[config.mk]
export PLATFORM = sky130hd
export DESIGN_NAME = compound_onset_detector
export DESIGN_NICKNAME = d
export VERILOG_FILES = /design/src/rtl/cod_pkg.sv /design/src/rtl/cod_regs.sv /design/src/rtl/cod_ctrl.sv /design/src/rtl/cod_dp.sv /design/src/rtl/compound_onset_detector.sv
export VERILOG_INCLUDE_DIRS = /design/src /design/src/rtl
export SDC_FILE = /design/constraint.sdc
export NUM_CORES = 2
export LEC_CHECK = 0
export BUFFER_PORTS_ARGS = -buffer_cell sky130_fd_sc_hd__buf_2
export CAP_MARGIN = 20
export CORE_MARGIN = 4
export CORE_UTILIZATION = 40
export CTS_CLUSTER_DIAMETER = 100
export DETAILED_ROUTE_END_ITERATION = 7
export GPL_TIMING_DRIVEN = 0
export REMOVE_ABC_BUFFERS = 1
export SKIP_CTS_REPAIR_TIMING = 1
export SKIP_LAST_GASP = 1
export SYNTH_ARGS = -nofsm -noshare
export SYNTH_HDL_FRONTEND = slang
export SYNTH_SLANG_ARGS = --single-unit
[constraint.sdc]
create_clock -name clk -period 38.9 [get_ports clk]
set_input_delay 7.78 -clock clk [delete_from_list [all_inputs] [get_ports clk]]
set_output_delay 7.78 -clock clk [all_outputs]
set_load 0.005 [all_outputs]
[src/rtl/assert_macros.svh]
// ----------------------------------------------------------------------------
// assert_macros.svh
// Shared concurrent assertion macros for the onset detector RTL.
// ----------------------------------------------------------------------------
`ifndef ASSERT_MACROS_SVH
`define ASSERT_MACROS_SVH

// The expression must hold at every clock edge outside reset.
`define ASSERT_ALWAYS(lbl, clk, rst, expr, msg) \
  lbl: assert property (@(posedge clk) disable iff (rst) (expr)) else $error(msg);

// When the antecedent holds, the consequent must hold in the next cycle.
`define ASSERT_NEXT(lbl, clk, rst, ante, cons, msg) \
  lbl: assert property (@(posedge clk) disable iff (rst) (ante) |=> (cons)) else $error(msg);

`endif

[src/rtl/cod_pkg.sv]
// ----------------------------------------------------------------------------
// cod_pkg
// Types and constants shared by the compound onset detector modules.
// ----------------------------------------------------------------------------
package cod_pkg;

  localparam int SCORE_W  = 17;
  localparam int ENERGY_W = 32;
  localparam int CHANGE_W = 33;
  localparam int PEAK_W   = 34;
  localparam int LEVEL_W  = 2;
  localparam int MODE_W   = 2;
  localparam int RANK_W   = 5;
  localparam int RUN_W    = 4;

  localparam int CFG_ADDR_W = 4;
  localparam int CFG_DATA_W = 17;
  localparam int S_DATA_W   = 56;
  localparam int M_DATA_W   = 8;

  // Register indexes on the configuration port.
  localparam logic [CFG_ADDR_W-1:0] REG_MODE      = 4'd0;
  localparam logic [CFG_ADDR_W-1:0] REG_THRESHOLD = 4'd1;
  localparam logic [CFG_ADDR_W-1:0] REG_E_RANK    = 4'd2;
  localparam logic [CFG_ADDR_W-1:0] REG_C_RANK    = 4'd3;

  // Detector modes; any other code runs as compound mode.
  localparam logic [MODE_W-1:0] MODE_PERC     = 2'd0;
  localparam logic [MODE_W-1:0] MODE_COMPOUND = 2'd1;
  localparam logic [MODE_W-1:0] MODE_SOFT     = 2'd2;

  // Onset levels.
  localparam logic [LEVEL_W-1:0] LEVEL_NONE = 2'd0;
  localparam logic [LEVEL_W-1:0] LEVEL_SOFT = 2'd1;
  localparam logic [LEVEL_W-1:0] LEVEL_HARD = 2'd2;

  localparam logic [SCORE_W-1:0] THRESHOLD_RESET = 17'd22938;
  localparam logic [RANK_W-1:0]  E_RANK_RESET    = 5'd16;
  localparam logic [RANK_W-1:0]  C_RANK_RESET    = 5'd17;
  localparam logic [RUN_W-1:0]   RUN_MAX         = 4'd15;
  localparam logic [RUN_W-1:0]   RUN_MIN_SOFT    = 4'd3;

  typedef struct packed {
    logic [MODE_W-1:0]  mode;
    logic [SCORE_W-1:0] threshold;
    logic [RANK_W-1:0]  energy_rank;
    logic [RANK_W-1:0]  change_rank;
  } cfg_t;

  typedef struct packed {
    logic load_in;
    logic write_win;
    logic scan;
    logic decide;
    logic load_out;
  } cmd_t;

  typedef struct packed {
    logic mode_zero;
    logic scan_last;
  } stat_t;

endpackage

[src/rtl/cod_regs.sv]
// ----------------------------------------------------------------------------
// cod_regs
// Configuration register file, written through a plain write port.
// ----------------------------------------------------------------------------
module cod_regs (
  input  logic                           clk,
  input  logic                           rst,
  input  logic                           cfg_we,
  input  logic [cod_pkg::CFG_ADDR_W-1:0] cfg_addr,
  input  logic [cod_pkg::CFG_DATA_W-1:0] cfg_wdata,
  output cod_pkg::cfg_t                  cfg
);
  import cod_pkg::*;

  always_ff @(posedge clk) begin
    if (rst) begin
      cfg.mode        <= MODE_COMPOUND;
      cfg.threshold   <= THRESHOLD_RESET;
      cfg.energy_rank <= E_RANK_RESET;
      cfg.change_rank <= C_RANK_RESET;
    end else if (cfg_we) begin
      unique case (cfg_addr)
        REG_MODE:      cfg.mode        <= cfg_wdata[MODE_W-1:0];
        REG_THRESHOLD: cfg.threshold   <= cfg_wdata[SCORE_W-1:0];
        REG_E_RANK:    cfg.energy_rank <= cfg_wdata[RANK_W-1:0];
        REG_C_RANK:    cfg.change_rank <= cfg_wdata[RANK_W-1:0];
        default: begin
        end
      endcase
    end
  end

endmodule

[src/rtl/cod_ctrl.sv]
// ----------------------------------------------------------------------------
// cod_ctrl
// Sequencer: takes a request, steps the datapath through window update, rank
// scan and decision (skipped in percussive mode), holds the result till taken.
// ----------------------------------------------------------------------------
`include "assert_macros.svh"

module cod_ctrl (
  input  logic           clk,
  input  logic           rst,
  input  logic           s_tvalid,
  output logic           s_tready,
  output logic           m_tvalid,
  input  logic           m_tready,
  input  cod_pkg::stat_t stat,
  output cod_pkg::cmd_t  cmd
);
  import cod_pkg::*;

  typedef enum logic [2:0] {
    ST_IDLE,
    ST_WRITE,
    ST_SCAN,
    ST_DECIDE,
    ST_EMIT
  } state_t;

  state_t state;

  assign s_tready = (state == ST_IDLE);

  always_comb begin
    cmd           = '0;
    cmd.load_in   = s_tvalid && s_tready;
    cmd.write_win = (state == ST_WRITE);
    cmd.scan      = (state == ST_SCAN);
    cmd.decide    = (state == ST_DECIDE);
    cmd.load_out  = (state == ST_EMIT) && (!m_tvalid || m_tready);
  end

  always_ff @(posedge clk) begin
    if (rst) begin
      state    <= ST_IDLE;
      m_tvalid <= 1'b0;
    end else begin
      if (cmd.load_out) begin
        m_tvalid <= 1'b1;
      end else if (m_tready) begin
        m_tvalid <= 1'b0;
      end
      unique case (state)
        ST_IDLE: begin
          if (cmd.load_in) begin
            state <= stat.mode_zero ? ST_EMIT : ST_WRITE;
          end
        end
        ST_WRITE:  state <= ST_SCAN;
        ST_SCAN: begin
          if (stat.scan_last) begin
            state <= ST_DECIDE;
          end
        end
        ST_DECIDE: state <= ST_EMIT;
        ST_EMIT: begin
          if (cmd.load_out) begin
            state <= ST_IDLE;
          end
        end
        default:   state <= ST_IDLE;
      endcase
    end
  end

  `ASSERT_NEXT(a_one_item_at_a_time, clk, rst, s_tvalid && s_tready, !s_tready,
               "a second request was taken while one is in work")
  `ASSERT_ALWAYS(a_emit_into_free_slot, clk, rst, !cmd.load_out || !m_tvalid || m_tready,
                 "result loaded over one that was not taken")

endmodule

[src/rtl/cod_dp.sv]
// ----------------------------------------------------------------------------
// cod_dp
// Datapath: input capture, the two percentile windows with a one-candidate-
// per-cycle rank scan, the onset decision and the result register.
// ----------------------------------------------------------------------------
`include "assert_macros.svh"

module cod_dp #(
  parameter int WINDOW_LEN = 19
) (
  input  logic                          clk,
  input  logic                          rst,
  input  cod_pkg::cmd_t                 cmd,
  input  cod_pkg::cfg_t                 cfg,
  input  logic [cod_pkg::SCORE_W-1:0]   percussive_score,
  input  logic [cod_pkg::ENERGY_W-1:0]  hf_energy,
  output cod_pkg::stat_t                stat,
  output logic [cod_pkg::LEVEL_W-1:0]   onset_level
);
  import cod_pkg::*;

  localparam int IDX_W = $clog2(WINDOW_LEN);
  localparam int CNT_W = $clog2(WINDOW_LEN + 1);
  localparam int RK_W  = (CNT_W > RANK_W) ? CNT_W : RANK_W;
  localparam int SUM_W = RK_W + 1;
  localparam logic [IDX_W-1:0] LAST_IDX = IDX_W'(WINDOW_LEN - 1);
  localparam logic [RK_W-1:0]  MAX_RANK = RK_W'(WINDOW_LEN - 1);

  logic        [ENERGY_W-1:0] ewin [WINDOW_LEN];
  logic signed [CHANGE_W-1:0] cwin [WINDOW_LEN];
  logic        [IDX_W-1:0]    wpos;
  logic        [IDX_W-1:0]    idx;
  logic        [ENERGY_W-1:0] prev_energy;
  logic signed [PEAK_W-1:0]   prev_peak;
  logic        [RUN_W-1:0]    run;

  logic        [ENERGY_W-1:0] hf_q;
  logic signed [CHANGE_W-1:0] change_q;
  logic                       perc_hit_q;
  logic        [ENERGY_W-1:0] e_val;
  logic signed [CHANGE_W-1:0] c_val;
  logic        [LEVEL_W-1:0]  level_q;

  // Rank scan: the candidate at idx is compared with every entry at once.
  logic        [ENERGY_W-1:0]   e_cand;
  logic signed [CHANGE_W-1:0]   c_cand;
  logic        [WINDOW_LEN-1:0] e_lt, e_eq, c_lt, c_eq;
  logic        [SUM_W-1:0]      e_below, e_same, c_below, c_same;
  logic        [RK_W-1:0]       e_rank, c_rank;
  logic                         e_hit, c_hit;

  assign e_cand = ewin[idx];
  assign c_cand = cwin[idx];

  always_comb begin
    for (int j = 0; j < WINDOW_LEN; j++) begin
      e_lt[j] = ewin[j] < e_cand;
      e_eq[j] = ewin[j] == e_cand;
      c_lt[j] = cwin[j] < c_cand;
      c_eq[j] = cwin[j] == c_cand;
    end
  end

  assign e_rank  = (RK_W'(cfg.energy_rank) > MAX_RANK) ? MAX_RANK : RK_W'(cfg.energy_rank);
  assign c_rank  = (RK_W'(cfg.change_rank) > MAX_RANK) ? MAX_RANK : RK_W'(cfg.change_rank);
  assign e_below = SUM_W'($countones(e_lt));
  assign e_same  = SUM_W'($countones(e_eq));
  assign c_below = SUM_W'($countones(c_lt));
  assign c_same  = SUM_W'($countones(c_eq));
  assign e_hit   = (e_below <= {1'b0, e_rank}) && ({1'b0, e_rank} < e_below + e_same);
  assign c_hit   = (c_below <= {1'b0, c_rank}) && ({1'b0, c_rank} < c_below + c_same);

  // Decision on the picked window values.
  logic                     excess_pos;
  logic                     hard;
  logic                     falling;
  logic signed [PEAK_W-1:0] peak;

  always_comb begin
    excess_pos = hf_q > e_val;
    peak       = excess_pos ? signed'({change_q[CHANGE_W-1], change_q}
                                      - {c_val[CHANGE_W-1], c_val})
                            : '0;
    hard       = (cfg.mode != MODE_SOFT) && perc_hit_q && excess_pos;
    falling    = peak < prev_peak;
  end

  assign stat.mode_zero = (cfg.mode == MODE_PERC);
  assign stat.scan_last = (idx == LAST_IDX);

  always_ff @(posedge clk) begin
    if (rst) begin
      for (int i = 0; i < WINDOW_LEN; i++) begin
        ewin[i] <= '0;
        cwin[i] <= '0;
      end
      wpos        <= '0;
      idx         <= '0;
      prev_energy <= '0;
      prev_peak   <= '0;
      run         <= '0;
    end else begin
      if (cmd.write_win) begin
        ewin[wpos]  <= hf_q;
        cwin[wpos]  <= change_q;
        wpos        <= (wpos == LAST_IDX) ? '0 : wpos + 1'b1;
        prev_energy <= hf_q;
        idx         <= '0;
      end
      if (cmd.scan) begin
        idx <= stat.scan_last ? '0 : idx + 1'b1;
      end
      if (cmd.decide) begin
        prev_peak <= peak;
        priority if (hard) begin
          run <= '0;
        end else if (falling) begin
          run <= '0;
        end else if (run < RUN_MAX) begin
          run <= run + 1'b1;
        end
      end
    end
  end

  always_ff @(posedge clk) begin
    if (cmd.load_in) begin
      hf_q       <= hf_energy;
      change_q   <= signed'({1'b0, hf_energy} - {1'b0, prev_energy});
      perc_hit_q <= percussive_score > cfg.threshold;
      level_q    <= (percussive_score > cfg.threshold) ? LEVEL_HARD : LEVEL_NONE;
    end
    if (cmd.scan) begin
      // Every candidate that meets the rank test holds the same value.
      if (e_hit) begin
        e_val <= e_cand;
      end
      if (c_hit) begin
        c_val <= c_cand;
      end
    end
    if (cmd.decide) begin
      priority if (hard) begin
        level_q <= LEVEL_HARD;
      end else if (falling && run > RUN_MIN_SOFT && prev_peak > 0) begin
        level_q <= LEVEL_SOFT;
      end else begin
        level_q <= LEVEL_NONE;
      end
    end
    if (cmd.load_out) begin
      onset_level <= level_q;
    end
  end

  `ASSERT_ALWAYS(a_wpos_in_window, clk, rst, wpos <= LAST_IDX,
                 "window write position left the window")
  `ASSERT_NEXT(a_hard_clears_run, clk, rst, cmd.decide && hard, run == '0,
               "hard onset did not clear the rising run")

endmodule

[src/rtl/compound_onset_detector.sv]
// ----------------------------------------------------------------------------
// compound_onset_detector
// Per-frame onset level from a percussive score and high-frequency energy.
// ----------------------------------------------------------------------------
// Usage:
//   The slave stream takes one request per analysis frame; the master stream
//   returns one onset level per request, in order. Registers are written on
//   the cfg port while no request is in work.
//   In compound and soft modes a request goes, after acceptance, through an
//   update of both windows, a rank scan over every window entry, a decision
//   and the load of the output register; the next request is taken only
//   after that load. The scan of the windows takes one candidate entry per
//   cycle. In percussive mode a request skips the window update, scan and
//   decision and goes from acceptance straight to the output register load.
//   Reset clears the windows, the previous energy and peak, the rising run
//   and the write position in the same cycle, and loads register defaults.
//   A stalled receiver holds the result in the output register; the next
//   request is still taken and worked on, and it waits for the register to
//   drain before it is loaded.
// ----------------------------------------------------------------------------
module compound_onset_detector #(
  parameter int WINDOW_LEN = 19
) (
  input  logic                           clk,
  input  logic                           rst,
  input  logic                           s_tvalid,
  output logic                           s_tready,
  // Fields from bit 0: percussive_score[16:0], hf_energy[48:17], zero pad.
  input  logic [cod_pkg::S_DATA_W-1:0]   s_tdata,
  output logic                           m_tvalid,
  input  logic                           m_tready,
  // Fields from bit 0: onset_level[1:0], zero pad.
  output logic [cod_pkg::M_DATA_W-1:0]   m_tdata,
  input  logic                           cfg_we,
  input  logic [cod_pkg::CFG_ADDR_W-1:0] cfg_addr,
  input  logic [cod_pkg::CFG_DATA_W-1:0] cfg_wdata
);
  import cod_pkg::*;

  cfg_t                cfg;
  cmd_t                cmd;
  stat_t               stat;
  logic [LEVEL_W-1:0]  onset_level;

  cod_regs u_regs (
    .clk       (clk),
    .rst       (rst),
    .cfg_we    (cfg_we),
    .cfg_addr  (cfg_addr),
    .cfg_wdata (cfg_wdata),
    .cfg       (cfg)
  );

  cod_ctrl u_ctrl (
    .clk      (clk),
    .rst      (rst),
    .s_tvalid (s_tvalid),
    .s_tready (s_tready),
    .m_tvalid (m_tvalid),
    .m_tready (m_tready),
    .stat     (stat),
    .cmd      (cmd)
  );

  cod_dp #(
    .WINDOW_LEN (WINDOW_LEN)
  ) u_dp (
    .clk              (clk),
    .rst              (rst),
    .cmd              (cmd),
    .cfg              (cfg),
    .percussive_score (s_tdata[SCORE_W-1:0]),
    .hf_energy        (s_tdata[SCORE_W+ENERGY_W-1:SCORE_W]),
    .stat             (stat),
    .onset_level      (onset_level)
  );

  assign m_tdata = {{(M_DATA_W-LEVEL_W){1'b0}}, onset_level};

endmodule

Word level (Yosys, flattened, before mapping)
Memory sizes are Yosys's and may differ from the RTL's. A register that Yosys moved wholly into a read port is not among the register bits. Index checks and enable logic that the tools add are counted.

RAM bits: 1235. Register bits after elaboration: 248. Memories: 2.

Memories: u_dp.cwin (words 19, bits a word 33, rd ports 20, clocked after memory_dff 1, wr ports 19, RTL line cod_dp.sv:30) `logic signed [CHANGE_W-1:0] cwin [WINDOW_LEN];`; u_dp.ewin (words 19, bits a word 32, rd ports 20, clocked after memory_dff 1, wr ports 19, RTL line cod_dp.sv:29) `logic [ENERGY_W-1:0] ewin [WINDOW_LEN];`.

Muxes and demuxes: 37. Equal/unequal tests: 51. Order comparisons: 50. Add/sub/neg operators: 79. Reductions and logical operators: 27.

Operators by type and width (number): 33-bit equality test (19); 33-bit < comparator (19); 32-bit equality test (19); 32-bit < comparator (19); 6-bit adder (34); 1-bit by 1-bit adder with 2-bit output (36); 5-bit 2-to-1 mux (12); 34-bit by 1-bit greater-than comparator with 1-bit output, second input constant (1); 34-bit < comparator (1); 34-bit 2-to-1 mux (1); 33-bit by 33-bit subtractor with 34-bit output (1); 33-bit 2-to-1 mux (1); 33-bit OR reduction (1); 32-bit by 32-bit subtractor with 33-bit output (1); 32-bit greater-than comparator (1); 32-bit 2-to-1 mux (1); 32-bit OR reduction (1); 6-bit by 1-bit adder with 6-bit output (4); 17-bit greater-than comparator (1); 3-bit case mux with 5 select lines (1); 2-bit AND reduction (7); 6-bit by 5-bit less-or-equal comparator with 1-bit output (2); 5-bit by 6-bit < comparator with 1-bit output (2); 3-bit 2-to-1 mux (4); other kinds (25) (55).

Depth between registers and ports, before layout
An unclocked memory read counts as a cell.

Depth in word-level cells: 11. Gate-level depth with buffers: 42. Mapped depth without buffers: 39.

Cells and area by module
Synthesis repeated with hierarchy kept, for this count alone.

Cells, all modules: 9628. Area total of the unflattened synthesis: 128338.1 µm².

Modules (own cells, without submodules): cod_dp (cells each 9475, seq. area each 67564.8 µm², area each 126852.9 µm², instances 1); cod_regs (cells each 121, seq. area each 580.6 µm², area each 1214.9 µm², instances 1); cod_ctrl (cells each 25, seq. area each 80.1 µm², area each 221.5 µm², instances 1); compound_onset_detector (cells each 7, seq. area each 0.0 µm², area each 48.8 µm², instances 1).

Worst setup path after synthesis
OpenSTA, ideal clock, no wires.

Path kind: register to register. Start point: register (tool-made name). End point: register u_dp.c_val[0] (enable). Slack: 25.353 ns. Cell stages (with the launch flop): 40. Path buffers: 3. Clock period less this slack: 13.547 ns. Data arrival time: 13.083 ns. Cell sequence: dfxtp_1 -> clkbuf_1 -> clkbuf_1 -> buf_1 -> mux4_2 -> mux4_2 -> mux2i_1 -> ha_1 -> nor2b_1 -> o21a_1 -> o21ai_0 -> nand2b_1 -> a21oi_1 -> o21ai_0 -> a221o_1 -> a221oi_1 -> mux2i_1 -> ha_1 -> [4 not listed] -> fa_1 -> fa_1 -> ha_1 -> fa_1 -> ha_1 -> fa_1 -> inv_1 -> fa_1 -> inv_1 -> ha_1 -> xor2_1 -> ha_1 -> o21a_1 -> o21ai_0 -> nand2b_1 -> a21oi_1 -> nor2_1 -> nor3_1.

RTL lines: end signal: assignment (RTL line cod_dp.sv:139) `c_val <= c_cand;`; end: declaration (RTL line cod_dp.sv:41) `logic signed [CHANGE_W-1:0] c_val;`.

==> results.rst <==
.. list-table::
   :header-rows: 1

   * - Metric
     - Value
   * - Top cell type by total area after synthesis
     - sky130_fd_sc_hd__edfxtp_1
   * - Total number of nets in the final design
     - 11418
   * - Number of port buffers
     - 78
   * - Cell type of the slowest stage on the worst timing path
     - sky130_fd_sc_hd__a211oi_1
   * - Half-perimeter wire length after detailed placement
     - 312000 um
   * - Tot GR Track Use
     - 0.250
   * - Clock slew at reported path FFs
     - approximately 60 ps
   * - Per-instance average area after synthesis
     - 13.3 um2
   * - Rel. slew slack
     - 0.177
   * - Site Rows
     - between 200 and 250
   * - Max VDD drop
     - between 0.1 and 0.15 mV
   * - Post-route minimum period
     - 14760 ps
   * - Path class of the lowest-slack min-delay path
     - reg -> reg
   * - Achievable frequency
     - 67.8 MHz
   * - Residual DRC
     - 0
   * - Die width
     - 575 um
   * - Count of flip-flops with a built-in enable after synthesis
     - roughly 2200
   * - CP Launch Type
     - flip-flop
   * - Result of the run
     - finished clean
   * - Via/cell ratio
     - between 6 and 7
   * - DRC marker count from the first detailed-route iteration
     - 9198
   * - Antenna violations before repair
     - 37
   * - Critical setup path kind
     - reg -> reg
   * - Required time of the critical path
     - 39430 ps
   * - RSZ-0062 raised after global routing
     - false
   * - Number of instances in the synthesized netlist
     - 9692
   * - Number of warnings issued by yosys
     - 0
   * - Share of synthesized flip-flops with an asynchronous set or reset
     - 0
   * - Maximum clock insertion buffer count
     - 4
   * - Final Hold Violating Endpoints
     - 0
   * - Effective utilization at floorplan
     - 0.403
   * - Maximum Capacitance Violations
     - 0
   * - Total via count in the routed design
     - 86106
   * - Hold Startpoint
     - u_dp.level_q[0]
   * - CTS tree
     - done
   * - Remaining Overflow, GRT
     - 0
   * - Pre-CTS worst setup slack
     - 24070 ps
   * - Clock Skews
     - between 60 and 70 ps
   * - Count of final max-slew check failures
     - 0
   * - Top post-synthesis cells by area
     - sky130_fd_sc_hd__edfxtp_1 50%, sky130_fd_sc_hd__ha_1 14%, sky130_fd_sc_hd__mux4_2 11%
   * - Root cell of the clock tree
     - sky130_fd_sc_hd__clkbuf_16
   * - Largest fanout of any net on the critical path
     - 39
   * - Top layer in use
     - met5
   * - Leakage power
     - ~0.055 uW
   * - Cell count of the worst hold path
     - 0
   * - Via count of the first global-routing pass
     - 87188
   * - Number of distinct library cells after synthesis
     - 82
   * - Routed WL
     - 424000 um
   * - Detail Route met3 WL
     - 30600 um
   * - Data arrival time of the worst path
     - approximately 15000 ps
   * - Count of cells along the worst register-to-register path
     - 39
   * - H-tree lvl count
     - 5
   * - Top FF cell, synth
     - sky130_fd_sc_hd__edfxtp_1
   * - Wirelength per Cell
     - 29.6 um
   * - Delay of the slowest cell on the worst path
     - 960 ps
   * - Pin count of the biggest net entering global routing
     - a little over 80
   * - Count of state elements after synthesis
     - approximately 2300
   * - Cell area after technology mapping
     - 0.129 mm2
   * - Clock network latency to the later pin of the worst-skew pair
     - 880 ps
   * - Fraction of final layout cells with drive strength greater than 1
     - 0.146
   * - Area overhead of the layout relative to synthesis
     - 14.0%
   * - Worst setup margin
     - about 24000 ps
   * - Wire length on met1
     - ~170000 um
   * - Post-route antenna net violation count
     - 0
   * - Final core area utilization
     - 0.459
   * - Number of sinks driven by the clock tree
     - 2333
   * - Number of iterations in the first detailed-routing pass
     - 6
   * - Share of the yosys chip area belonging to registers
     - 0.531
   * - Final Wtd Congestion
     - 0.934
   * - First-pass GRT wire length
     - ~610000 um
   * - CP Capture Type
     - flip-flop
   * - Chip Height
     - 575 um
   * - Cell with the most instances on the worst path
     - sky130_fd_sc_hd__fa_1
   * - Number of clock buffers inserted by TritonCTS
     - 266
   * - Power per cell area
     - approximately 52 mW/mm2
   * - Placeable Area
     - 0.319 mm2
   * - Length of routed met2 wiring
     - between 150000 and 200000 um
   * - Slew of the pin with the lowest slew margin
     - 1220 ps
   * - Num ports
     - 92
   * - Fin crit share
     - 0.379
   * - Area of the die
     - 0.331 mm2
   * - Count of final setup violators
     - 0
   * - Fraction of post-synthesis cell area in the top cell type by area
     - 0.502
## power breakdown
part | switching [uW] | leakage [uW] | total (uW) | internal (uW)
clock network | 1060 | 0.00421 | 2550 | 1490
registers | 61.1 | 0.0227 | 2880 | 2820
logic | 1320 | 0.0283 | 2250 | 926
total | 2450 | 0.0552 | 7690 | 5240
## placed cells by master, fill, tap and decap left out, types with 158 or more instances in the layout
cell	synthesis	layout
sky130_fd_sc_hd__a21o_1	240	237
sky130_fd_sc_hd__clkbuf_16	0	276
sky130_fd_sc_hd__a21oi_1	533	533
sky130_fd_sc_hd__and3_1	159	158
sky130_fd_sc_hd__nand2_1	390	374
sky130_fd_sc_hd__nor2_1	1358	1343
sky130_fd_sc_hd__dfxtp_1	183	178
sky130_fd_sc_hd__mux4_2	650	650
sky130_fd_sc_hd__o21ai_0	279	278
sky130_fd_sc_hd__inv_1	462	462
sky130_fd_sc_hd__ha_1	1467	1467
sky130_fd_sc_hd__nand4_1	266	266
sky130_fd_sc_hd__nor2b_1	177	177
sky130_fd_sc_hd__edfxtp_1	2150	2150
## worst max-delay path, delay by kind of cell, from the launching register on
family | cells | cell delay [ps]
simple gates | 8 | 2730
compound gates | 4 | 1260
buf+inv | 10 | 2000
fa+ha+maj | 13 | 5530
flops | 1 | 610
mux | 3 | 1920
xor+xnor | 1 | 170
## layout make-up
type / count / area (um2)
tap: 4284 / 5360
inverter: 462 / 1730
multi-input combinational: 6477 / 58100
clock buffer: 347 / 7280
fill: 27936 / 173000
timing repair buffer: 270 / 4470
clock inverter: 124 / 1350
antenna: 11 / 27.5
sequential: 2333 / 68200
## stage by stage
stage	total power, uW	area, um2	setup TNS, ps	hold slack [ps]	cells
after global placement	5220	133000	-775520	412	13634
final	7690	147000	0	422	14308
after CTS	7720	147000	0	423	14295
after floorplan	4510	127000	0	400	9272
after global routing	8090	147000	0	434	14304
after detailed placement	5180	138000	0	414	13824
## cell families after synthesis
group                      share of synthesized area
and+or+nand+nor                               0.0996
DFF                                            0.531
adders and majority gates                      0.152
AOI/OAI and AO/OA                             0.0669
buffers and inverters                         0.0261
muxes                                          0.120
xor gates and xnor gates                     0.00483
other                                      0.0000292
## state kept, by name (all words and copies together) (netlist names), 2 cells and up, named ones only
name and count:
u_dp.change_q 33, u_dp.prev_energy 32, u_dp.run 4, u_regs.cfg 29, u_dp.c_val 33, u_dp.level_q 2
u_dp.hf_q 32, u_dp.prev_peak 34, u_dp.wpos 5, u_dp.idx 5, u_dp.ewin 1024, u_dp.e_val 32
u_dp.cwin 1056, u_dp.onset_level 2, u_ctrl.state 3
## path summary, 6_finish.rpt
path,slack [ps],end
worst min register to register,420,u_dp.onset_level[0]
worst max-delay path,24140,u_dp.e_val[24]
worst min-delay path,420,u_dp.onset_level[0]
worst max register to register,24140,u_dp.e_val[24]
## per-layer routing
layer / track usage / vias to the layer above
met5: 0 / -
met4: 0.135 / 6
met3: 0.0370 / 923
met2: 0.407 / 3759
met1: 0.323 / 44034
li1: - / 37384
## Yosys cell counts, types with 43 or more instances
library cell and n:
sky130_fd_sc_hd__a21oi_1 533, sky130_fd_sc_hd__a211oi_1 43, sky130_fd_sc_hd__clkbuf_1 323, sky130_fd_sc_hd__nor2_1 1358, sky130_fd_sc_hd__fa_1 59, sky130_fd_sc_hd__dfxtp_1 183, sky130_fd_sc_hd__a21o_1 240, sky130_fd_sc_hd__nor4_1 51
sky130_fd_sc_hd__mux2i_1 76, sky130_fd_sc_hd__and3_1 159, sky130_fd_sc_hd__nand2_1 390, sky130_fd_sc_hd__xnor2_1 43, sky130_fd_sc_hd__edfxtp_1 2150, sky130_fd_sc_hd__nor3_1 76, sky130_fd_sc_hd__o21ai_0 279, sky130_fd_sc_hd__nand2b_1 121
sky130_fd_sc_hd__buf_1 93, sky130_fd_sc_hd__nor2b_1 177, sky130_fd_sc_hd__nand4_1 266, sky130_fd_sc_hd__ha_1 1467, sky130_fd_sc_hd__o21a_1 94, sky130_fd_sc_hd__mux4_2 650, sky130_fd_sc_hd__nand3_1 70, sky130_fd_sc_hd__inv_1 462
Note: power is estimated with default switching activity, not from simulation.
